File: src/hw/rtl/tpru_pkg.sv
package tpru_pkg;

    // Parser phases; in PH_LOOKUP the stored mask is read from the mask RAM
    typedef enum logic [2:0]
    {
        PH_CHAN,
        PH_LOOKUP,
        PH_MASK,
        PH_NOTE,
        PH_INST,
        PH_VOL,
        PH_CMD,
        PH_PARAM
    } phase_t;

    // Commands held between parser and record stage
    localparam int QUEUE_DEPTH = 4;

    // Output tdata width: 71 bits of fields rounded up to whole bytes
    localparam int OUT_TDATA_W = 72;

    // One command from the parser: a finished channel entry or a row end
    typedef struct packed
    {
        logic        is_row_end;
        logic [5:0]  chan;
        logic        in_range;
        logic [7:0]  mask;
        logic [7:0]  note;
        logic [7:0]  inst;
        logic [7:0]  vol;
        logic [7:0]  cmd;
        logic [7:0]  param;
        logic [15:0] row_bits;
    } cmd_t;

    // One result item
    typedef struct packed
    {
        logic        is_row_end;
        logic [5:0]  chan_num;
        logic        in_range;
        logic [7:0]  note_val;
        logic [7:0]  instrument_num;
        logic [7:0]  volume_cmd;
        logic [7:0]  effect_cmd;
        logic [7:0]  effect_param;
        logic [3:0]  present_bits;
        logic [3:0]  active_flags;
        logic [15:0] row_channels;
    } result_t;

    // First selected field at or after field index 'from', else PH_CHAN
    function automatic phase_t next_field(input logic [3:0] sel, input logic [2:0] from);
        phase_t ph;
        if (from == 3'd0 && sel[0])
            ph = PH_NOTE;
        else if (from <= 3'd1 && sel[1])
            ph = PH_INST;
        else if (from <= 3'd2 && sel[2])
            ph = PH_VOL;
        else if (from <= 3'd3 && sel[3])
            ph = PH_CMD;
        else
            ph = PH_CHAN;
        return ph;
    endfunction

endpackage

File: src/hw/rtl/tpru_ram.sv
module tpru_ram #(
    parameter int WIDTH = 8,
    parameter int DEPTH = 16
) (
    input  logic                                      clk,
    input  logic                                      we,
    input  logic [((DEPTH > 1) ? $clog2(DEPTH) : 1)-1:0] waddr,
    input  logic [WIDTH-1:0]                          wdata,
    input  logic                                      re,
    input  logic [((DEPTH > 1) ? $clog2(DEPTH) : 1)-1:0] raddr,
    output logic [WIDTH-1:0]                          rdata
);

    logic [WIDTH-1:0] mem [DEPTH];

    // One write port, one registered read port (old data on collision)
    always_ff @(posedge clk)
    begin
        if (we)
            mem[waddr] <= wdata;
        if (re)
            rdata <= mem[raddr];
    end

endmodule

File: src/hw/rtl/tpru_front.sv
module tpru_front #(
    parameter int CHANNELS = 16
) (
    input  logic            clk,
    input  logic            rst_n,
    input  logic            in_valid,
    output logic            in_ready,
    input  logic [7:0]      in_byte,
    output logic            push,
    output tpru_pkg::cmd_t  push_cmd,
    input  logic            q_space
);

    localparam int CW = (CHANNELS > 1) ? $clog2(CHANNELS) : 1;

    tpru_pkg::phase_t phase_reg, phase_next;
    tpru_pkg::phase_t eff_phase, nf;
    logic [5:0]          chan_reg, chan_next;
    logic [7:0]          mask_reg, mask_next;
    logic [15:0]         row_reg, row_next;
    logic [CHANNELS-1:0] mvalid_reg, mvalid_next;
    logic [7:0]          note_reg, note_next;
    logic [7:0]          inst_reg, inst_next;
    logic [7:0]          vol_reg, vol_next;
    logic [7:0]          cmd_reg, cmd_next;
    logic [7:0]          param_reg, param_next;

    logic          ok, new_ok, stall_emit, accept, is_end;
    logic [5:0]    new_chan;
    logic [7:0]    eff_mask, mask_rdata;
    logic          mask_we, rd_en;

    // Stored masks, one per channel
    tpru_ram #(
        .WIDTH (8),
        .DEPTH (CHANNELS)
    ) u_mask_ram (
        .clk   (clk),
        .we    (mask_we),
        .waddr (chan_reg[CW-1:0]),
        .wdata (in_byte),
        .re    (rd_en),
        .raddr (new_chan[CW-1:0]),
        .rdata (mask_rdata)
    );

    assign ok       = {1'b0, chan_reg} < 7'(CHANNELS);
    assign new_chan = 6'(in_byte - 8'd1);
    assign new_ok   = {1'b0, new_chan} < 7'(CHANNELS);

    // Resolve the mask: after a lookup it comes from the mask RAM
    always_comb
    begin
        if (phase_reg == tpru_pkg::PH_LOOKUP)
        begin
            eff_mask  = (ok && mvalid_reg[chan_reg[CW-1:0]]) ? mask_rdata : 8'h00;
            eff_phase = tpru_pkg::next_field(eff_mask[3:0], 3'd0);
        end
        else
        begin
            eff_mask  = mask_reg;
            eff_phase = phase_reg;
        end
    end

    // A looked-up mask with no fields completes the entry without a byte
    assign stall_emit = (phase_reg == tpru_pkg::PH_LOOKUP) && (eff_phase == tpru_pkg::PH_CHAN);
    assign in_ready   = q_space && !stall_emit;
    assign accept     = in_valid && in_ready;

    // Parse step
    always_comb
    begin
        phase_next  = phase_reg;
        chan_next   = chan_reg;
        mask_next   = eff_mask;
        row_next    = row_reg;
        mvalid_next = mvalid_reg;
        note_next   = note_reg;
        inst_next   = inst_reg;
        vol_next    = vol_reg;
        cmd_next    = cmd_reg;
        param_next  = param_reg;
        nf          = tpru_pkg::PH_CHAN;
        push        = 1'b0;
        is_end      = 1'b0;
        mask_we     = 1'b0;
        rd_en       = 1'b0;

        if (stall_emit)
        begin
            if (q_space)
            begin
                push       = 1'b1;
                phase_next = tpru_pkg::PH_CHAN;
            end
        end
        else if (accept)
        begin
            case (eff_phase)
                tpru_pkg::PH_MASK:
                begin
                    mask_next = in_byte;
                    mask_we   = ok;
                    if (ok)
                        mvalid_next[chan_reg[CW-1:0]] = 1'b1;
                    nf         = tpru_pkg::next_field(in_byte[3:0], 3'd0);
                    phase_next = nf;
                    push       = (nf == tpru_pkg::PH_CHAN);
                end
                tpru_pkg::PH_NOTE:
                begin
                    note_next  = in_byte;
                    nf         = tpru_pkg::next_field(eff_mask[3:0], 3'd1);
                    phase_next = nf;
                    push       = (nf == tpru_pkg::PH_CHAN);
                end
                tpru_pkg::PH_INST:
                begin
                    inst_next  = in_byte;
                    nf         = tpru_pkg::next_field(eff_mask[3:0], 3'd2);
                    phase_next = nf;
                    push       = (nf == tpru_pkg::PH_CHAN);
                end
                tpru_pkg::PH_VOL:
                begin
                    vol_next   = in_byte;
                    nf         = tpru_pkg::next_field(eff_mask[3:0], 3'd3);
                    phase_next = nf;
                    push       = (nf == tpru_pkg::PH_CHAN);
                end
                tpru_pkg::PH_CMD:
                begin
                    cmd_next   = in_byte;
                    phase_next = tpru_pkg::PH_PARAM;
                end
                tpru_pkg::PH_PARAM:
                begin
                    param_next = in_byte;
                    phase_next = tpru_pkg::PH_CHAN;
                    push       = 1'b1;
                end
                default:
                begin
                    // Channel byte, or zero for row end
                    phase_next = tpru_pkg::PH_CHAN;
                    if (in_byte == 8'h00)
                    begin
                        push     = 1'b1;
                        is_end   = 1'b1;
                        row_next = 16'h0000;
                    end
                    else
                    begin
                        chan_next = new_chan;
                        if (new_chan < 6'd16)
                            row_next = row_reg | (16'h0001 << new_chan[3:0]);
                        if (in_byte[7])
                            phase_next = tpru_pkg::PH_MASK;
                        else
                        begin
                            phase_next = tpru_pkg::PH_LOOKUP;
                            rd_en      = new_ok;
                        end
                    end
                end
            endcase
        end
    end

    // Command towards the record stage
    always_comb
    begin
        push_cmd.is_row_end = is_end;
        push_cmd.chan       = chan_reg;
        push_cmd.in_range   = ok;
        push_cmd.mask       = mask_next;
        push_cmd.note       = note_next;
        push_cmd.inst       = inst_next;
        push_cmd.vol        = vol_next;
        push_cmd.cmd        = cmd_next;
        push_cmd.param      = param_next;
        push_cmd.row_bits   = row_reg;
    end

    // Control state
    always_ff @(posedge clk or negedge rst_n)
    begin
        if (!rst_n)
        begin
            phase_reg  <= tpru_pkg::PH_CHAN;
            chan_reg   <= '0;
            mask_reg   <= '0;
            row_reg    <= '0;
            mvalid_reg <= '0;
        end
        else
        begin
            phase_reg  <= phase_next;
            chan_reg   <= chan_next;
            mask_reg   <= mask_next;
            row_reg    <= row_next;
            mvalid_reg <= mvalid_next;
        end
    end

    // Field bytes of the entry in progress
    always_ff @(posedge clk)
    begin
        note_reg  <= note_next;
        inst_reg  <= inst_next;
        vol_reg   <= vol_next;
        cmd_reg   <= cmd_next;
        param_reg <= param_next;
    end

endmodule

File: src/hw/rtl/tpru_queue.sv
module tpru_queue (
    input  logic            clk,
    input  logic            rst_n,
    input  logic            push,
    input  tpru_pkg::cmd_t  push_cmd,
    output logic            space,
    input  logic            pop,
    output logic            head_valid,
    output tpru_pkg::cmd_t  head_cmd
);

    localparam int PW = $clog2(tpru_pkg::QUEUE_DEPTH);

    tpru_pkg::cmd_t entry_reg [tpru_pkg::QUEUE_DEPTH];
    logic [PW-1:0]  wr_ptr_reg, wr_ptr_next;
    logic [PW-1:0]  rd_ptr_reg, rd_ptr_next;
    logic [PW:0]    count_reg, count_next;
    logic           do_push, do_pop;

    assign space      = count_reg != (PW + 1)'(tpru_pkg::QUEUE_DEPTH);
    assign head_valid = count_reg != '0;
    assign head_cmd   = entry_reg[rd_ptr_reg];
    assign do_push    = push && space;
    assign do_pop     = pop && head_valid;

    // Pointer and fill update
    always_comb
    begin
        wr_ptr_next = do_push ? wr_ptr_reg + 1'b1 : wr_ptr_reg;
        rd_ptr_next = do_pop ? rd_ptr_reg + 1'b1 : rd_ptr_reg;
        count_next  = count_reg;
        if (do_push && !do_pop)
            count_next = count_reg + 1'b1;
        else if (do_pop && !do_push)
            count_next = count_reg - 1'b1;
    end

    always_ff @(posedge clk or negedge rst_n)
    begin
        if (!rst_n)
        begin
            wr_ptr_reg <= '0;
            rd_ptr_reg <= '0;
            count_reg  <= '0;
        end
        else
        begin
            wr_ptr_reg <= wr_ptr_next;
            rd_ptr_reg <= rd_ptr_next;
            count_reg  <= count_next;
        end
    end

    // Storage
    always_ff @(posedge clk)
    begin
        if (do_push)
            entry_reg[wr_ptr_reg] <= push_cmd;
    end

endmodule

File: src/hw/rtl/tpru_back.sv
module tpru_back #(
    parameter int CHANNELS = 16
) (
    input  logic              clk,
    input  logic              rst_n,
    input  logic              head_valid,
    input  tpru_pkg::cmd_t    head_cmd,
    output logic              pop,
    output logic              out_valid,
    input  logic              out_ready,
    output tpru_pkg::result_t out_res
);

    localparam int CW = (CHANNELS > 1) ? $clog2(CHANNELS) : 1;

    logic [CHANNELS-1:0] rvalid_reg, rvalid_next;
    tpru_pkg::cmd_t      b_cmd_reg;
    logic                b_hit_reg;
    logic                b_valid_reg, b_valid_next;
    tpru_pkg::result_t   out_reg, out_next;
    logic                out_valid_reg, out_valid_next;

    logic         out_load, entry_pop, rec_hit;
    logic [CW-1:0] idx;
    logic [4:0]   wr_sel, b_sel;
    logic [7:0]   fld_val   [5];
    logic [7:0]   fld_rdata [5];
    logic [7:0]   fld_out   [5];
    logic [4:0]   fld_we;

    assign idx       = head_cmd.chan[CW-1:0];
    assign out_load  = b_valid_reg && (!out_valid_reg || out_ready);
    assign pop       = head_valid && (!b_valid_reg || out_load);
    assign entry_pop = pop && !head_cmd.is_row_end && head_cmd.in_range;
    assign rec_hit   = head_cmd.in_range && rvalid_reg[idx];

    // Field order: note, instrument, volume, command, parameter
    assign wr_sel = {head_cmd.mask[3], head_cmd.mask[3], head_cmd.mask[2],
                     head_cmd.mask[1], head_cmd.mask[0]};
    assign fld_val[0] = head_cmd.note;
    assign fld_val[1] = head_cmd.inst;
    assign fld_val[2] = head_cmd.vol;
    assign fld_val[3] = head_cmd.cmd;
    assign fld_val[4] = head_cmd.param;

    // Record store; a channel never written is filled whole on first use
    for (genvar i = 0; i < 5; i++)
    begin : g_field
        assign fld_we[i] = entry_pop && (wr_sel[i] || !rec_hit);

        tpru_ram #(
            .WIDTH (8),
            .DEPTH (CHANNELS)
        ) u_field_ram (
            .clk   (clk),
            .we    (fld_we[i]),
            .waddr (idx),
            .wdata (wr_sel[i] ? fld_val[i] : 8'h00),
            .re    (pop),
            .raddr (idx),
            .rdata (fld_rdata[i])
        );
    end

    // Record valid bits
    always_comb
    begin
        rvalid_next = rvalid_reg;
        if (entry_pop)
            rvalid_next[idx] = 1'b1;
    end

    // Merge fresh bytes of the entry with the stored record
    assign b_sel = {b_cmd_reg.mask[3], b_cmd_reg.mask[3], b_cmd_reg.mask[2],
                    b_cmd_reg.mask[1], b_cmd_reg.mask[0]};

    always_comb
    begin
        fld_out[0] = b_cmd_reg.note;
        fld_out[1] = b_cmd_reg.inst;
        fld_out[2] = b_cmd_reg.vol;
        fld_out[3] = b_cmd_reg.cmd;
        fld_out[4] = b_cmd_reg.param;
        for (int i = 0; i < 5; i++)
        begin
            if (!b_sel[i])
                fld_out[i] = b_hit_reg ? fld_rdata[i] : 8'h00;
            if (!b_cmd_reg.in_range)
                fld_out[i] = 8'h00;
        end
    end

    // Result formatting
    always_comb
    begin
        if (b_cmd_reg.is_row_end)
        begin
            out_next              = '0;
            out_next.is_row_end   = 1'b1;
            out_next.row_channels = b_cmd_reg.row_bits;
        end
        else
        begin
            out_next.is_row_end     = 1'b0;
            out_next.chan_num       = b_cmd_reg.chan;
            out_next.in_range       = b_cmd_reg.in_range;
            out_next.note_val       = fld_out[0];
            out_next.instrument_num = fld_out[1];
            out_next.volume_cmd     = fld_out[2];
            out_next.effect_cmd     = fld_out[3];
            out_next.effect_param   = fld_out[4];
            out_next.present_bits   = b_cmd_reg.mask[3:0];
            out_next.active_flags   = b_cmd_reg.mask[7:4];
            out_next.row_channels   = 16'h0000;
        end
    end

    // Stage and output valids
    always_comb
    begin
        b_valid_next = b_valid_reg;
        if (pop)
            b_valid_next = 1'b1;
        else if (out_load)
            b_valid_next = 1'b0;

        out_valid_next = out_valid_reg;
        if (out_load)
            out_valid_next = 1'b1;
        else if (out_ready)
            out_valid_next = 1'b0;
    end

    always_ff @(posedge clk or negedge rst_n)
    begin
        if (!rst_n)
        begin
            rvalid_reg    <= '0;
            b_valid_reg   <= 1'b0;
            out_valid_reg <= 1'b0;
        end
        else
        begin
            rvalid_reg    <= rvalid_next;
            b_valid_reg   <= b_valid_next;
            out_valid_reg <= out_valid_next;
        end
    end

    // Payload registers
    always_ff @(posedge clk)
    begin
        if (pop)
        begin
            b_cmd_reg <= head_cmd;
            b_hit_reg <= rec_hit;
        end
        if (out_load)
            out_reg <= out_next;
    end

    assign out_valid = out_valid_reg;
    assign out_res   = out_reg;

endmodule

File: src/hw/rtl/tracker_pattern_row_unpacker.sv
// Channel   Dir  Handshake          Payload
// s_        in   s_tvalid/s_tready  s_tdata[7:0] = data_byte
// m_        out  m_tvalid/m_tready  m_tlast = is_row_end, m_tdata[71:0] = result fields
//
// One byte is taken per cycle while the command queue has space. A channel
// byte without its own mask starts a lookup in the mask RAM; if that mask
// selects no field bytes, input is held while the entry is queued. An entry
// leaving the queue passes the record RAM read and the output register.
// Reset is asynchronous; record and mask stores read as zero through valid
// bits. A four-deep command queue and the output register decouple stalls.
module tracker_pattern_row_unpacker #(
    parameter int CHANNELS = 16
) (
    input  logic                             clk,
    input  logic                             rst_n,
    input  logic                             s_tvalid,
    output logic                             s_tready,
    // [7:0] data_byte
    input  logic [7:0]                       s_tdata,
    output logic                             m_tvalid,
    input  logic                             m_tready,
    output logic                             m_tlast,
    // [5:0] chan_num, [6] in_range, [14:7] note_val, [22:15] instrument_num,
    // [30:23] volume_cmd, [38:31] effect_cmd, [46:39] effect_param,
    // [50:47] present_bits, [54:51] active_flags, [70:55] row_channels, [71] zero
    output logic [tpru_pkg::OUT_TDATA_W-1:0] m_tdata
);

    tpru_pkg::cmd_t    push_cmd, head_cmd;
    tpru_pkg::result_t res;
    logic              push, q_space, pop, head_valid;

    // Parser
    tpru_front #(
        .CHANNELS (CHANNELS)
    ) u_front (
        .clk      (clk),
        .rst_n    (rst_n),
        .in_valid (s_tvalid),
        .in_ready (s_tready),
        .in_byte  (s_tdata),
        .push     (push),
        .push_cmd (push_cmd),
        .q_space  (q_space)
    );

    // Command queue
    tpru_queue u_queue (
        .clk        (clk),
        .rst_n      (rst_n),
        .push       (push),
        .push_cmd   (push_cmd),
        .space      (q_space),
        .pop        (pop),
        .head_valid (head_valid),
        .head_cmd   (head_cmd)
    );

    // Record stage
    tpru_back #(
        .CHANNELS (CHANNELS)
    ) u_back (
        .clk        (clk),
        .rst_n      (rst_n),
        .head_valid (head_valid),
        .head_cmd   (head_cmd),
        .pop        (pop),
        .out_valid  (m_tvalid),
        .out_ready  (m_tready),
        .out_res    (res)
    );

    // Output packing
    assign m_tlast = res.is_row_end;
    assign m_tdata = {1'b0, res.row_channels, res.active_flags, res.present_bits,
                      res.effect_param, res.effect_cmd, res.volume_cmd,
                      res.instrument_num, res.note_val, res.in_range, res.chan_num};

endmodule
File: config.mk
export PLATFORM = sky130hd
export DESIGN_NAME = tracker_pattern_row_unpacker
export DESIGN_NICKNAME = d
export VERILOG_FILES = /design/src/hw/rtl/tpru_pkg.sv /design/src/hw/rtl/tpru_ram.sv /design/src/hw/rtl/tpru_front.sv /design/src/hw/rtl/tpru_queue.sv /design/src/hw/rtl/tpru_back.sv /design/src/hw/rtl/tracker_pattern_row_unpacker.sv
export SDC_FILE = /design/constraint.sdc
export NUM_CORES = 1
export LEC_CHECK = 0
export ABC_CLOCK_PERIOD_IN_PS = 6800
export BUFFER_PORTS_ARGS = -buffer_cell sky130_fd_sc_hd__buf_2
export CAP_MARGIN = 20
export CELL_PAD_IN_SITES_DETAIL_PLACEMENT = 1
export CELL_PAD_IN_SITES_GLOBAL_PLACEMENT = 1
export CORE_MARGIN = 10
export CORE_UTILIZATION = 45
export CTS_CLUSTER_SIZE = 30
export DETAILED_ROUTE_END_ITERATION = 10
export PLACE_DENSITY = 0.73
export SETUP_SLACK_MARGIN = 0.15
export SLEW_MARGIN = 5
export SYNTH_ARGS = -nofsm -noshare
export SYNTH_HDL_FRONTEND = slang
export SYNTH_SLANG_ARGS = --single-unit
File: constraint.sdc
create_clock -name clk -period 6.8 [get_ports clk]
set_input_delay 1.02 -clock clk [delete_from_list [all_inputs] [get_ports clk]]
set_output_delay 1.02 -clock clk [all_outputs]
set_load 0.01 [all_outputs]
==> tab_implementation.tex <==
\begin{tabular}{lr}
\hline
Metric & Value \\
\hline
\multicolumn{2}{l}{\textbf{CTS}} \\
\quad H-Tree Depth & 4 \\
\quad TritonCTS buffer count & 136 \\
\quad Worst-skew pair later-pin latency & 760 ps \\
\quad Hold bufs inserted after CTS & 0 \\
\quad CTS max path bufs & 3 \\
\quad Cts repair resizes & 0 \\
\quad CTS Root Buffer Type & sky130\_fd\_sc\_hd\_\_clkbuf\_16 \\
\quad CTS clk-pin slew, worst paths & 60 ps \\
\quad Buffer count from post-CTS setup fixing & 0 \\
\quad TritonCTS clock tree & yes \\
\quad CTS sink cnt & 1363 \\
\multicolumn{2}{l}{\textbf{Global routing}} \\
\quad Aggregate global routing overflow & 0 \\
\quad First-pass GRT wire length & 184 mm \\
\quad Via count of the first global-routing pass & 26115 \\
\quad Pin count of the biggest net entering global routing & 101 \\
\quad Global router's overall resource usage & 0.195 \\
\quad Antenna violations before repair & 2 \\
\multicolumn{2}{l}{\textbf{Timing}} \\
\quad Post-route clock period utilization & 0.738 \\
\quad Final-report max-slew violation count & 0 \\
\quad Final setup violation count & 0 \\
\quad Post-route setup slack & 1780 ps \\
\quad Transition time at the pin with the least slew margin & 1050 ps \\
\quad Worst max-slew margin expressed relative to the limit & 0.298 \\
\quad Final Hold Fails & 0 \\
\quad Clock skew & 42.3 ps \\
\quad Minimum clock period & 5020 ps \\
\quad Setup repair after global routing missed its margin & no \\
\quad Max Clk Rate & 199 MHz \\
\quad Setup TNS & 0 ps \\
\multicolumn{2}{l}{\textbf{Placed design}} \\
\quad Worst Setup Slack post-DPL & 1690 ps \\
\quad IO Port Bufs & 85 \\
\quad Post-DP HPWL & 77.8 mm \\
\quad Routability-driven placement congestion ratio & 0.817 \\
\multicolumn{2}{l}{\textbf{Logic synthesis}} \\
\quad Top\_reg\_cell synth & sky130\_fd\_sc\_hd\_\_edfxtp\_1 \\
\quad Post-Syn Instances & 2381 \\
\quad Synthesized area per cell & 21.6 um2 \\
\quad Total of flip-flops plus latches after synthesis & 1363 \\
\quad Async set-or-reset flop fraction in the synthesized netlist & 0.0543 \\
\quad Top cells by count, synth & 1249 x sky130\_fd\_sc\_hd\_\_edfxtp\_1, 318 x sky130\_fd\_sc\_hd\_\_mux4\_2, 137 x sky130\_fd\_sc\_hd\_\_nor2\_1 \\
\quad Net count after synthesis & 2404 \\
\quad Number of different library cells in the post-synthesis netlist & 63 \\
\quad Dominant cells by area after synthesis & sky130\_fd\_sc\_hd\_\_edfxtp\_1 73\%, sky130\_fd\_sc\_hd\_\_mux4\_2 14\%, sky130\_fd\_sc\_hd\_\_dfrtp\_1 3.6\% \\
\quad Most common cell in the synthesized netlist & sky130\_fd\_sc\_hd\_\_edfxtp\_1 \\
\quad Library cell with the largest summed area after synthesis & sky130\_fd\_sc\_hd\_\_edfxtp\_1 \\
\quad Synth warn & 0 \\
\quad Seq/Total Area, Yosys & 0.781 \\
\quad Number of synthesized flops with an enable pin & 1249 \\
\quad Share of the synthesized area in the top cell type & 0.729 \\
\quad Area of the mapped netlist & 0.0514 mm2 \\
\multicolumn{2}{l}{\textbf{Layout}} \\
\quad Largest register FFs & 640 \\
\quad Post-layout nets & 2557 \\
\quad Antenna Cells & 0 \\
\quad Area growth, synth to finish & 13.4\% \\
\quad Layout cell share with drive strength beyond 1 & 0.279 \\
\multicolumn{2}{l}{\textbf{Drt}} \\
\quad Via count & 24323 \\
\quad DR pass1 iterations & 5 \\
\quad Violation count after the first detailed-route iteration & 2579 \\
\quad Final routed wirelength across all metal layers & 124 mm \\
\quad DRC violations left & 0 \\
\quad DR WL/cell & 29.8 um \\
\quad Vias per Instance & 5.86 \\
\quad Remaining antenna violation count after routing & 0 \\
\multicolumn{2}{l}{\textbf{Min path}} \\
\quad Class of the tightest hold or removal check & input port to asynchronous set/reset pin \\
\multicolumn{2}{l}{\textbf{Power}} \\
\quad Leakage power of the design & 19.2 nW \\
\quad Power per unit of standard cell area & 492 mW/mm2 \\
\quad IR drop worst, VDD & 0.356 mV \\
\multicolumn{2}{l}{\textbf{Job}} \\
\quad Number of max-capacitance violations reported & 0 \\
\multicolumn{2}{l}{\textbf{Setup path}} \\
\quad Critical path launch point type & register \\
\quad Critical path cell sequence & o21ai\_2 > inv\_6 > mux4\_2 > mux4\_2 > nand2\_1 > nor2\_1 > buf\_4 > nor2\_2 \\
\quad Maximum net fanout on the critical path & 100 \\
\quad Category of the critical setup timing path & register to register \\
\quad Worst Path Arrival & 5370 ps \\
\quad Largest stage delay on the critical path & 980 ps \\
\quad Element type at the critical path end & register \\
\quad Cell repeated most along the worst path & sky130\_fd\_sc\_hd\_\_mux4\_2 \\
\quad Crit path max-delay cell type & sky130\_fd\_sc\_hd\_\_dfrtp\_4 \\
\quad Crit path required time & 7150 ps \\
\multicolumn{2}{l}{\textbf{Die}} \\
\quad Die span in x & 358 um \\
\quad Area of the core region & 0.113 mm2 \\
\quad Starting density of the core & 0.455 \\
\quad Die Span Y & 358 um \\
\quad Number of placement rows & 123 \\
\quad Boundary Pins & 87 \\
\quad Die Outline Area & 0.128 mm2 \\
\multicolumn{2}{l}{\textbf{Status}} \\
\quad Outcome & completed \\
\hline
\end{tabular}
[power by group]
part           total, mW  switching, mW  internal, mW
clock               7.56           3.26          4.31
combinational       8.18           5.08          3.10
sequential          12.9          0.792          12.1
total               28.7           9.13          19.5
[layer usage]
metal / share of wire / global-route usage
met5: 0 / 0
met4: 0.025 / 0.0586
met3: 0.060 / 0.0350
met2: 0.51 / 0.325
met1: 0.41 / 0.261
[final timing paths]
kind / cells past startpoint / slack [ps] / from / end
setup / recovery: 8 / 1780 / u_queue.rd_ptr_reg[0] / u_back.g_field[4].u_field_ram.mem[13][5]
hold / removal: 1 / 90 / rst_n / u_front.row_reg[6]
setup reg to reg: 8 / 1780 / u_queue.rd_ptr_reg[0] / u_back.g_field[4].u_field_ram.mem[13][5]
hold reg to reg: 1 / 470 / u_back.rvalid_reg[10] / u_back.rvalid_reg[10]
max in group asynchronous: 2 / 5350 / rst_n / u_queue.rd_ptr_reg[1]
min in group clk: 1 / 470 / u_back.rvalid_reg[10] / u_back.rvalid_reg[10]
[cell usage in the layout, fill, tap and decap left out, drive strengths merged, types with 2 or more instances in the layout]
cell	n
nor2	138
buf	131
bufinv	12
or3	2
o22ai	4
nand2	51
clkinvlp	11
edfxtp	1249
or2	21
dfxtp	40
dfrtp	74
o21ai	19
a21o	4
a22oi	43
inv	25
nor3b	3
o221ai	2
o31ai	3
a22o	16
a21oi	24
xnor2	7
clkbuf	175
clkinv	47
mux4	318
nor2b	28
and2	62
mux2	41
nand3	3
xor2	3
nor3	12
a31oi	5
nor4	21
mux2i	2
nand2b	26
ha	10
[worst max-delay path: cells and delay by family, from the launching register on]
kind                   cells  cell delay (ps)
muxes                      2             1080
and+or+nand+nor            3             1120
buffers and inverters      2             1060
AOI/OAI and AO/OA          1              310
DFF                        1              980
[stage by stage]
step / hold slack, ps / instance area, um2 / power [mW] / util / std cells
5_1_grt: 68.7 / 58300 / 29.8 / 0.516 / 4149
3_5_place_dp: 453 / 53700 / 21.3 / 0.475 / 3892
2_1_floorplan: 427 / 51400 / 18.0 / - / 2381
4_1_cts: 51.5 / 58200 / 28.9 / 0.516 / 4145
6_report: 93.8 / 58300 / 28.7 / 0.516 / 4149
3_3_place_gp: 444 / 53700 / 20.8 / 0.475 / 3890
[layout make-up]
cell class              count  area (um2)
clock inverters            78         916
multi-input cells         885       10800
flip-flops and latches   1363       40200
fillers                  9947       54700
well taps                1500        1880
repair buffers            131         827
inverters                  17        73.8
clock buffers             175        3630
[logic make-up (layout without fill, tap and decap cells)]
| kind of cell | Yosys count | in the layout | share of synthesized area |
|---|---|---|---|
| fa+ha+maj | 11 | 11 | 0.00282 |
| xor+xnor | 10 | 10 | 0.00170 |
| other cells | 1 | 1 | 0.0000729 |
| simple gates | 372 | 372 | 0.0364 |
| buf+inv | 133 | 401 | 0.0108 |
| mux | 361 | 361 | 0.149 |
| flops | 1363 | 1363 | 0.781 |
| compound gates | 130 | 130 | 0.0186 |
(Power assumes the default switching activity.)
